### config.mk
export PLATFORM = sky130hd
export DESIGN_NAME = mandelbrot_escape_time_pixel_core
export DESIGN_NICKNAME = d
export VERILOG_FILES = /design/src/rtl/mbet_pkg.sv /design/src/rtl/mbet_ctrl.sv /design/src/rtl/mbet_datapath.sv /design/src/rtl/mandelbrot_escape_time_pixel_core.sv
export SDC_FILE = /design/constraint.sdc
export NUM_CORES = 2
export LEC_CHECK = 0
export BUFFER_PORTS_ARGS = -buffer_cell sky130_fd_sc_hd__clkbuf_2
export CAP_MARGIN = 15
export CORE_ASPECT_RATIO = 0.7
export CORE_MARGIN = 8
export CORE_UTILIZATION = 65
export CTS_BUF_LIST = sky130_fd_sc_hd__clkbuf_16
export CTS_CLUSTER_DIAMETER = 150
export DETAILED_ROUTE_END_ITERATION = 12
export GPL_TIMING_DRIVEN = 0
export PLACE_DENSITY = 0.9
export SKIP_LAST_GASP = 1
export SLEW_MARGIN = 40
export SYNTH_ARGS = -nofsm -noshare
export SYNTH_HDL_FRONTEND = slang
export SYNTH_HIERARCHICAL = 1
export SYNTH_SLANG_ARGS = --single-unit
export TNS_END_PERCENT = 5
### constraint.sdc
create_clock -name clk -period 13.6 [get_ports clk]
set_clock_uncertainty 0.05 [all_clocks]
set_input_delay 2.72 -clock clk [delete_from_list [all_inputs] [get_ports clk]]
set_output_delay 2.72 -clock clk [all_outputs]
set_load 0.05 [all_outputs]
### src/rtl/mbet_pkg.sv
package mbet_pkg;

  typedef enum logic [3:0] {
    S_IDLE,
    S_X_DIV,
    S_X_DONE,
    S_Y_DIV,
    S_Y_DONE,
    S_SQ_X,
    S_SQ_Y,
    S_MUL_XY,
    S_TEST,
    S_UPDATE,
    S_END,
    S_G_DIV,
    S_G_DONE,
    S_FINISH
  } state_t;

  typedef enum logic [1:0] {
    DIV_SEL_X,
    DIV_SEL_Y,
    DIV_SEL_G
  } div_sel_t;

  typedef enum logic [1:0] {
    MUL_SEL_XX,
    MUL_SEL_YY,
    MUL_SEL_XY
  } mul_sel_t;

  localparam int CFG_IDX_BITS = 2;
  localparam logic [CFG_IDX_BITS-1:0] CFG_IDX_WIDTH  = 2'd0;
  localparam logic [CFG_IDX_BITS-1:0] CFG_IDX_HEIGHT = 2'd1;
  localparam logic [CFG_IDX_BITS-1:0] CFG_IDX_LIMIT  = 2'd2;

  localparam int WIDTH_RESET  = 640;
  localparam int HEIGHT_RESET = 480;
  localparam int LIMIT_RESET  = 255;

  typedef struct packed {
    logic     capture;
    logic     div_load;
    div_sel_t div_sel;
    logic     div_step;
    logic     store_cr;
    logic     store_ci;
    mul_sel_t mul_sel;
    logic     store_xx;
    logic     store_yy;
    logic     store_xy;
    logic     cnt_inc;
    logic     update_z;
    logic     gray_zero;
    logic     store_gray;
    logic     out_load;
  } ctrl_t;

  typedef struct packed {
    logic div_last;
    logic esc_mag;
    logic esc_sum;
    logic cnt_over;
    logic cnt_below;
    logic out_free;
  } stat_t;

endpackage

### src/rtl/mbet_ctrl.sv
module mbet_ctrl
  import mbet_pkg::*;
(
  input  logic  clk,
  input  logic  rst_n,
  input  logic  in_valid,
  output logic  in_ready,
  input  stat_t stat,
  output ctrl_t cmd
);

  state_t state_r;
  state_t state_nxt;

  always_ff @(posedge clk) begin
    if (!rst_n) begin
      state_r <= S_IDLE;
    end else begin
      state_r <= state_nxt;
    end
  end

  always_comb begin
    state_nxt = state_r;
    unique case (state_r)
      S_IDLE:   if (in_valid) state_nxt = S_X_DIV;
      S_X_DIV:  if (stat.div_last) state_nxt = S_X_DONE;
      S_X_DONE: state_nxt = S_Y_DIV;
      S_Y_DIV:  if (stat.div_last) state_nxt = S_Y_DONE;
      S_Y_DONE: state_nxt = S_SQ_X;
      S_SQ_X:   state_nxt = stat.esc_mag ? S_END : S_SQ_Y;
      S_SQ_Y:   state_nxt = S_MUL_XY;
      S_MUL_XY: state_nxt = S_TEST;
      S_TEST: begin
        if (stat.esc_sum || stat.cnt_over) state_nxt = S_END;
        else state_nxt = S_UPDATE;
      end
      S_UPDATE: state_nxt = S_SQ_X;
      S_END:    state_nxt = stat.cnt_below ? S_G_DIV : S_FINISH;
      S_G_DIV:  if (stat.div_last) state_nxt = S_G_DONE;
      S_G_DONE: state_nxt = S_FINISH;
      S_FINISH: if (stat.out_free) state_nxt = S_IDLE;
      default:  state_nxt = S_IDLE;
    endcase
  end

  always_comb begin
    cmd      = '0;
    in_ready = 1'b0;
    unique case (state_r)
      S_IDLE: begin
        in_ready = 1'b1;
        if (in_valid) begin
          cmd.capture  = 1'b1;
          cmd.div_load = 1'b1;
          cmd.div_sel  = DIV_SEL_X;
        end
      end
      S_X_DIV: cmd.div_step = 1'b1;
      S_X_DONE: begin
        cmd.store_cr = 1'b1;
        cmd.div_load = 1'b1;
        cmd.div_sel  = DIV_SEL_Y;
      end
      S_Y_DIV:  cmd.div_step = 1'b1;
      S_Y_DONE: cmd.store_ci = 1'b1;
      S_SQ_X:   cmd.mul_sel = MUL_SEL_XX;
      S_SQ_Y: begin
        cmd.store_xx = 1'b1;
        cmd.mul_sel  = MUL_SEL_YY;
      end
      S_MUL_XY: begin
        cmd.store_yy = 1'b1;
        cmd.mul_sel  = MUL_SEL_XY;
      end
      S_TEST: begin
        cmd.store_xy = 1'b1;
        cmd.cnt_inc  = !stat.esc_sum;
      end
      S_UPDATE: cmd.update_z = 1'b1;
      S_END: begin
        if (stat.cnt_below) begin
          cmd.div_load = 1'b1;
          cmd.div_sel  = DIV_SEL_G;
        end else begin
          cmd.gray_zero = 1'b1;
        end
      end
      S_G_DIV:  cmd.div_step = 1'b1;
      S_G_DONE: cmd.store_gray = 1'b1;
      S_FINISH: cmd.out_load = stat.out_free;
      default:  cmd = '0;
    endcase
  end

endmodule

### src/rtl/mbet_datapath.sv
module mbet_datapath
  import mbet_pkg::*;
#(
  parameter int COORD_BITS = 12,
  parameter int ITER_BITS  = 16,
  parameter int FRAC_BITS  = 28
) (
  input  logic                  clk,
  input  logic                  rst_n,
  input  ctrl_t                 cmd,
  output stat_t                 stat,
  input  logic [COORD_BITS-1:0] pixel_x,
  input  logic [COORD_BITS-1:0] pixel_y,
  input  logic [COORD_BITS:0]   image_width,
  input  logic [COORD_BITS:0]   image_height,
  input  logic [ITER_BITS-1:0]  iteration_limit,
  input  logic                  out_ready,
  output logic                  out_valid,
  output logic [7:0]            gray_level
);

  localparam int QW  = FRAC_BITS + 4;
  localparam int EW  = FRAC_BITS + 6;
  localparam int RW  = FRAC_BITS + 5;
  localparam int MW  = FRAC_BITS + 1;
  localparam int DVA = COORD_BITS + FRAC_BITS;
  localparam int DVB = ITER_BITS + 8;
  localparam int DVW = (DVA > DVB) ? DVA : DVB;
  localparam int DSA = COORD_BITS + 1;
  localparam int DSW = (DSA > ITER_BITS) ? DSA : ITER_BITS;
  localparam int SCW = $clog2(DVW);

  localparam logic signed [EW-1:0] Q_MAX_E = (EW'(8) << FRAC_BITS) - EW'(1);
  localparam logic signed [EW-1:0] Q_MIN_E = -(EW'(8) << FRAC_BITS);
  localparam logic signed [EW-1:0] OFF_X   = EW'(3) << (FRAC_BITS - 1);
  localparam logic signed [EW-1:0] OFF_Y   = EW'(1) << (FRAC_BITS - 1);
  localparam logic signed [EW-1:0] FOUR_E  = EW'(4) << FRAC_BITS;
  localparam logic [QW-1:0]        TWO_Q   = QW'(2) << FRAC_BITS;
  localparam logic [RW-1:0]        SIXTEEN = RW'(1) << (FRAC_BITS + 4);

  function automatic logic signed [QW-1:0] sat_q(input logic signed [EW-1:0] v);
    logic signed [QW-1:0] r;
    if (v > Q_MAX_E) r = Q_MAX_E[QW-1:0];
    else if (v < Q_MIN_E) r = Q_MIN_E[QW-1:0];
    else r = v[QW-1:0];
    return r;
  endfunction

  function automatic logic [QW-1:0] mag_q(input logic signed [QW-1:0] v);
    return v[QW-1] ? QW'(-v) : QW'(v);
  endfunction

  // shared restoring divider
  logic [COORD_BITS-1:0] py_r;
  logic [DVW-1:0]        dvd_r;
  logic [DSW:0]          rem_r;
  logic [DSW-1:0]        dsr_r;
  logic [SCW-1:0]        step_r;
  logic [DSW:0]          sh;
  logic                  ge;
  logic [DVW-1:0]        dvd_nxt;
  logic [DSW-1:0]        dsr_nxt;

  logic [ITER_BITS:0]    count_r;
  logic [ITER_BITS-1:0]  count_lo;

  assign sh       = {rem_r[DSW-1:0], dvd_r[DVW-1]};
  assign ge       = sh >= {1'b0, dsr_r};
  assign count_lo = count_r[ITER_BITS-1:0];

  always_comb begin
    dvd_nxt = DVW'(pixel_x) << FRAC_BITS;
    dsr_nxt = (image_width == '0) ? DSW'(1) : DSW'(image_width);
    case (cmd.div_sel)
      DIV_SEL_Y: begin
        dvd_nxt = DVW'(py_r) << FRAC_BITS;
        dsr_nxt = (image_height == '0) ? DSW'(1) : DSW'(image_height);
      end
      DIV_SEL_G: begin
        dvd_nxt = (DVW'(count_lo) << 8) - DVW'(count_lo);
        dsr_nxt = DSW'(iteration_limit);
      end
      default: ;
    endcase
  end

  always_ff @(posedge clk) begin
    if (cmd.capture) py_r <= pixel_y;
    if (cmd.div_load) begin
      dvd_r  <= dvd_nxt;
      dsr_r  <= dsr_nxt;
      rem_r  <= '0;
      step_r <= '0;
    end else if (cmd.div_step) begin
      dvd_r  <= {dvd_r[DVW-2:0], ge};
      rem_r  <= ge ? (sh - {1'b0, dsr_r}) : sh;
      step_r <= step_r + SCW'(1);
    end
  end

  // quotient to clamped ratio, then offset and saturate
  logic                 ratio_over;
  logic [RW-1:0]        ratio;
  logic signed [EW-1:0] ratio_e;
  logic signed [QW-1:0] c_nxt;

  assign ratio_over = (dvd_r >> (FRAC_BITS + 4)) != '0;
  assign ratio      = ratio_over ? SIXTEEN : RW'(dvd_r);
  assign ratio_e    = $signed({1'b0, ratio});
  assign c_nxt      = sat_q(ratio_e - (cmd.store_ci ? OFF_Y : OFF_X));

  // iteration
  logic signed [QW-1:0] cr_r, ci_r, x_r, y_r, xx_r, yy_r, xy_r;
  logic [QW-1:0]        mag_x, mag_y;
  logic [MW-1:0]        mul_a, mul_b;
  logic [2*MW-1:0]      prod_r;
  logic                 neg_r;
  logic [MW:0]          prod_m;
  logic [QW-1:0]        prod_q;
  logic signed [QW-1:0] x_nxt, y_nxt;

  assign mag_x = mag_q(x_r);
  assign mag_y = mag_q(y_r);

  always_comb begin
    mul_a = MW'(mag_x);
    mul_b = MW'(mag_x);
    case (cmd.mul_sel)
      MUL_SEL_YY: begin
        mul_a = MW'(mag_y);
        mul_b = MW'(mag_y);
      end
      MUL_SEL_XY: mul_b = MW'(mag_y);
      default: ;
    endcase
  end

  assign prod_m = (MW + 1)'(prod_r >> FRAC_BITS);
  assign prod_q = neg_r ? -QW'(prod_m) : QW'(prod_m);

  assign x_nxt = sat_q(EW'(xx_r) - EW'(yy_r) + EW'(cr_r));
  assign y_nxt = sat_q((EW'(xy_r) <<< 1) + EW'(ci_r));

  always_ff @(posedge clk) begin
    prod_r <= mul_a * mul_b;
    neg_r  <= (cmd.mul_sel == MUL_SEL_XY) && (x_r[QW-1] ^ y_r[QW-1]);
    if (cmd.store_cr) cr_r <= c_nxt;
    if (cmd.store_ci) begin
      ci_r    <= c_nxt;
      x_r     <= '0;
      y_r     <= '0;
      count_r <= '0;
    end else begin
      if (cmd.update_z) begin
        x_r <= x_nxt;
        y_r <= y_nxt;
      end
      if (cmd.cnt_inc) count_r <= count_r + (ITER_BITS + 1)'(1);
    end
    if (cmd.store_xx) xx_r <= prod_q;
    if (cmd.store_yy) yy_r <= prod_q;
    if (cmd.store_xy) xy_r <= prod_q;
  end

  // result
  logic [7:0] gray_r;
  logic       out_valid_r;
  logic [7:0] out_gray_r;

  always_ff @(posedge clk) begin
    if (cmd.gray_zero) gray_r <= '0;
    else if (cmd.store_gray) gray_r <= dvd_r[7:0];
    if (cmd.out_load) out_gray_r <= gray_r;
  end

  always_ff @(posedge clk) begin
    if (!rst_n) begin
      out_valid_r <= 1'b0;
    end else if (cmd.out_load) begin
      out_valid_r <= 1'b1;
    end else if (out_ready) begin
      out_valid_r <= 1'b0;
    end
  end

  assign out_valid  = out_valid_r;
  assign gray_level = out_gray_r;

  assign stat.div_last  = step_r == SCW'(DVW - 1);
  assign stat.esc_mag   = (mag_x >= TWO_Q) || (mag_y >= TWO_Q);
  assign stat.esc_sum   = (EW'(xx_r) + EW'(yy_r)) >= FOUR_E;
  assign stat.cnt_over  = count_r > (ITER_BITS + 1)'(iteration_limit);
  assign stat.cnt_below = count_r < (ITER_BITS + 1)'(iteration_limit);
  assign stat.out_free  = !out_valid_r || out_ready;

endmodule

### src/rtl/mandelbrot_escape_time_pixel_core.sv
// Mandelbrot escape-time pixel core. Each input item is one pixel (x, y); it
// maps to c = (x/width - 1.5, y/height - 0.5) in signed Q4.FRAC_BITS, iterates
// z = z*z + c from zero and returns one item, the gray level
// 255*count/limit (0 when the count reaches the limit). One pixel is in work
// at a time, and at most limit+2 iterations are run. The divider dividend is
// D = max(COORD_BITS+FRAC_BITS, ITER_BITS+8) bits wide, 40 by default: one
// shared restoring divider, one quotient bit per cycle, makes both
// coordinate ratios and the final gray scaling, and a single multiplier
// forms x*x, y*y and x*y in turn. When no division is needed for the
// gray level (count at or above the limit) the last divider pass is skipped.
// A finished result waits in an output register, so the next pixel is
// accepted while it is pending.
module mandelbrot_escape_time_pixel_core
  import mbet_pkg::*;
#(
  parameter int COORD_BITS = 12,
  parameter int ITER_BITS  = 16,
  parameter int FRAC_BITS  = 28,
  localparam int IN_TW     = ((2 * COORD_BITS + 7) / 8) * 8,
  localparam int CFG_W     = (COORD_BITS + 1 > ITER_BITS) ? COORD_BITS + 1 : ITER_BITS
) (
  input  logic                    clk,
  input  logic                    rst_n,
  input  logic                    in_tvalid,
  output logic                    in_tready,
  input  logic [IN_TW-1:0]        in_tdata,   // pixel_x, pixel_y
  output logic                    out_tvalid,
  input  logic                    out_tready,
  output logic [7:0]              out_tdata,  // gray_level
  input  logic                    cfg_we,
  input  logic [CFG_IDX_BITS-1:0] cfg_index,
  input  logic [CFG_W-1:0]        cfg_wdata
);

  logic [COORD_BITS:0]  width_r;
  logic [COORD_BITS:0]  height_r;
  logic [ITER_BITS-1:0] limit_r;

  always_ff @(posedge clk) begin
    if (!rst_n) begin
      width_r  <= (COORD_BITS + 1)'(WIDTH_RESET);
      height_r <= (COORD_BITS + 1)'(HEIGHT_RESET);
      limit_r  <= ITER_BITS'(LIMIT_RESET);
    end else if (cfg_we) begin
      unique case (cfg_index)
        CFG_IDX_WIDTH:  width_r  <= (COORD_BITS + 1)'(cfg_wdata);
        CFG_IDX_HEIGHT: height_r <= (COORD_BITS + 1)'(cfg_wdata);
        CFG_IDX_LIMIT:  limit_r  <= ITER_BITS'(cfg_wdata);
        default: ;
      endcase
    end
  end

  ctrl_t cmd;
  stat_t stat;

  mbet_ctrl u_ctrl (
    .clk      (clk),
    .rst_n    (rst_n),
    .in_valid (in_tvalid),
    .in_ready (in_tready),
    .stat     (stat),
    .cmd      (cmd)
  );

  mbet_datapath #(
    .COORD_BITS (COORD_BITS),
    .ITER_BITS  (ITER_BITS),
    .FRAC_BITS  (FRAC_BITS)
  ) u_datapath (
    .clk             (clk),
    .rst_n           (rst_n),
    .cmd             (cmd),
    .stat            (stat),
    .pixel_x         (in_tdata[COORD_BITS-1:0]),
    .pixel_y         (in_tdata[2*COORD_BITS-1:COORD_BITS]),
    .image_width     (width_r),
    .image_height    (height_r),
    .iteration_limit (limit_r),
    .out_ready       (out_tready),
    .out_valid       (out_tvalid),
    .gray_level      (out_tdata)
  );

endmodule

==> impl_metrics.sql <==
INSERT INTO impl_metrics (metric_group, metric, value, unit) VALUES
('run_status', 'status', 'finished, final reports clean', ''),
('route', 'detail_route.first_pass.iterations', '9', ''),
('logic_synthesis', 'netlist-cell-type-count', '89', ''),
('logic_synthesis', 'most_numerous_cell_types_in_the_synthesized_netlist', 'sky130_fd_sc_hd__inv_1, sky130_fd_sc_hd__fa_1, sky130_fd_sc_hd__nand2_1', ''),
('power_and_ir_drop', 'static_leak', '0.02585', 'µW'),
('placed_design', 'hpwl', '157.3', 'mm'),
('timing', 'slew_viol_final', '0', ''),
('finish', 'post_route_cells_drive_above_1_share', '6.834', '%'),
('die', 'floorplan.core_area', '78550', 'µm²'),
('global_route', 'grt.total_usage', '41.96', '%'),
('timing', 'finalCriticalPeriod', '13.22', 'ns'),
('timing', 'timing.final.ws_setup', '0.3810', 'ns'),
('logic_synthesis', 'netlist_instances', '5573', ''),
('die', 'num_io_pins', '57', ''),
('timing', 'fin_worst_hold_slack', '0.3951', 'ns'),
('timing', 'timing_worst_slew_pin_value', '1.082', 'ns'),
('placed_design', 'pre_cts_ws', '0.8231', 'ns'),
('global_route', 'grt_remaining_overflow', '0', ''),
('worst_setup_path', 'critical_path_required', '14.04', 'ns'),
('timing', 'headroom_to_the_max_slew_limit', '27.37', '%'),
('clocking', 'clk-insertion-delay-late', '0.59', 'ns'),
('global_route', 'wire_length_of_the_first_global_routing_pass', '276.2', 'mm'),
('placed_design', 'finalWeightedCongestion', '1.106', ''),
('die', 'die_area', '88680', 'µm²'),
('clocking', 'clk_root_buffer_cell', 'sky130_fd_sc_hd__clkbuf_16', ''),
('route', 'route.vias.total', '43680', ''),
('logic_synthesis', 'post-synth-top-area-cell', 'sky130_fd_sc_hd__fa_1', ''),
('logic_synthesis', 'synth-compound-area-share', '10.10', '%'),
('logic_synthesis', 'post_synth_xor_area_fraction', '3.739', '%'),
('route', 'via_per_inst', '6.438', ''),
('logic_synthesis', 'synth_most_common_cell', 'sky130_fd_sc_hd__inv_1', ''),
('logic_synthesis', 'synth_edf_count', '236', ''),
('hold_path', 'hp-class', 'flip-flop to flip-flop', ''),
('worst_setup_path', 'critPathCaptureType', 'flip-flop', ''),
('power_and_ir_drop', 'power_per_cell_area', '66.75', 'nW/µm²'),
('clocking', 'clk_transition_reported_paths', '0.07', 'ns'),
('worst_setup_path', 'reg2reg_depth', '35', ''),
('logic_synthesis', 'synth_fa_ha_area_share', '39.03', '%'),
('worst_setup_path', 'worst_setup_path_category', 'flip-flop to flip-flop', ''),
('clocking', 'number_of_buffers_created_by_cts', '36', ''),
('timing', 'timing.final.hold_violations', '0', ''),
('timing', 'max_freq', '0.07565', 'GHz'),
('worst_setup_path', 'cp_data_arrival_time', '13.66', 'ns'),
('logic_synthesis', 'synth_top_family_by_area', 'adder cells', ''),
('logic_synthesis', 'synth_top_cell_area_share', '29.49', '%'),
('worst_setup_path', 'reg2reg_slack', '0.38', 'ns'),
('worst_setup_path', 'crit_path_top_delay_cell', 'sky130_fd_sc_hd__mux2i_1', ''),
('route', 'route.detailed.wl_per_inst', '27.97', 'µm'),
('worst_setup_path', 'timing.critical_path.fanout_max', '10', ''),
('clocking', 'number_of_levels_in_the_clock_h_tree', '2', ''),
('placed_design', 'placement.io_buffers', '56', ''),
('logic_synthesis', 'synthTopCellsByArea', 'sky130_fd_sc_hd__fa_1, sky130_fd_sc_hd__edfxtp_1, sky130_fd_sc_hd__ha_1, sky130_fd_sc_hd__inv_1, sky130_fd_sc_hd__dfxtp_1', ''),
('clocking', 'cts.repair_timing.setup_buffer_count', '0', ''),
('logic_synthesis', 'async_flop_share', '0', '%'),
('hold_path', 'min-delay-start', 'u_datapath/gray_r[2]', ''),
('logic_synthesis', 'synth_area', '51530', 'µm²'),
('power_and_ir_drop', 'total_power', '3678', 'µW'),
('route', 'detail-route-antenna-nets', '0', ''),
('power_and_ir_drop', 'worst_ir_drop_vdd', '134.3', 'µV'),
('hold_path', 'worstHoldPathCells', '0', ''),
('timing', 'rsz0062_at_grt', 'no', ''),
('route', 'first_iter_violations', '6366', ''),
('worst_setup_path', 'crit-reg2reg-capture', 'u_datapath/prod_r[47]', ''),
('logic_synthesis', 'post_synth_mux_area_share', '3.242', '%'),
('global_route', 'antenna_found_initial', '9', ''),
('logic_synthesis', 'fraction_of_the_mapped_netlist_area_in_simple_logic_gates', '13.43', '%'),
('job', 'maxcap_violations', '0', ''),
('logic_synthesis', 'yosys_register_bits', '425', ''),
('timing', 'report.final.setup_viol', '0', ''),
('logic_synthesis', 'synth.yosys.warnings', '6', ''),
('clocking', 'clock_path_buffers', '3', '');
==> per-stage QoR <==
stage / utilization [%] / instance area, µm² / instances / setup TNS, ns
after global routing: 70.12 / 55080 / 6778 / 0
after CTS: 69.97 / 54960 / 6776 / 0
after global placement: 67.64 / 53130 / 6685 / -50.13
after detailed placement: 68.55 / 53850 / 6710 / 0
final: 70.15 / 55100 / 6785 / 0
after floorplan: - / 51530 / 5573 / 0
==> cell usage in the layout, fill, tap and decap left out, drive strengths merged, types with 55 or more instances in the layout <==
cell type	count
a211oi	66
a21o	91
a21oi	175
buf	81
clkbuf	272
dfxtp	189
edfxtp	236
fa	759
ha	393
inv	1028
mux2	55
mux2i	105
nand2	653
nor2	607
o21ai	135
xnor2	117
xor2	103
==> per-layer routing <==
| metal | wire, µm | track usage [%] |
|---|---|---|
| met2 | 66330 | 50.07 |
| met5 | 390 | 0.8639 |
| met4 | 5242 | 8.954 |
| met3 | 40870 | 27.30 |
| met1 | 76940 | 61.81 |
==> critical path, delay by kind of cell, from the launching register on <==
kind	cells	cell delay, ns
XOR/XNOR	1	0.14
flip-flops	1	0.31
adder cells (fa/ha/maj)	10	4.88
multiplexers	1	0.86
buffers and inverters	11	3.40
AND/OR/NAND/NOR	5	1.23
AO/OA/AOI/OAI	7	2.25
==> logic make-up after synthesis <==
logic type      count (synthesis)
mux                           160
simple gates                 1595
compound gates                770
flops                         425
buf+inv                      1251
fa+ha+maj                    1152
xor+xnor                      220
==> worst max-delay path by stage <==
stage / from / to / slack, ns / depth (start not counted)
3_5_place_dp: u_ctrl/state_r[1] / u_datapath/prod_r[57] / 0.82 / 37
3_3_place_gp: u_ctrl/state_r[1] / u_datapath/prod_r[35] / -2.36 / 33
5_1_grt: u_ctrl/state_r[1] / u_datapath/prod_r[47] / 0.29 / 35
4_1_cts: u_ctrl/state_r[1] / u_datapath/prod_r[57] / 0.81 / 37
6_report: u_ctrl/state_r[1] / u_datapath/prod_r[47] / 0.38 / 35
2_1_floorplan: u_ctrl/state_r[1] / u_datapath/prod_r[47] / 2.70 / 37
==> area by class of cell <==
| type | instances | area [µm²] |
|---|---|---|
| Fill cell | 6168 | 23450 |
| Antenna cell | 8 | 20.02 |
| Sequential cell | 425 | 10870 |
| Clock inverter | 30 | 212.7 |
| Multi-Input combinational cell | 3897 | 36310 |
| Buffer | 235 | 1075 |
| Timing Repair Buffer | 82 | 573.1 |
| Clock buffer | 36 | 900.9 |
| Tap cell | 1056 | 1321 |
| Inverter | 1016 | 3814 |
==> registers in the layout (all words and copies together), names as in the netlist, 12 cells and up <==
name	flops
u_datapath/y_r	32
u_datapath/dvd_r	40
u_datapath/ci_r	32
u_datapath/count_r	17
u_datapath/dsr_r	16
u_datapath/prod_r	30
height_r	13
limit_r	16
u_datapath/rem_r	16
u_datapath/x_r	32
width_r	13
u_datapath/xx_r	32
u_datapath/py_r	12
u_datapath/xy_r	32
u_datapath/yy_r	32
u_datapath/cr_r	32
==> power breakdown <==
part,internal (µW),switching [µW]
registers,1530,104
logic,346,677
clock network,513,509
total,2390,1290
Note: power is estimated with default switching activity, not from simulation.
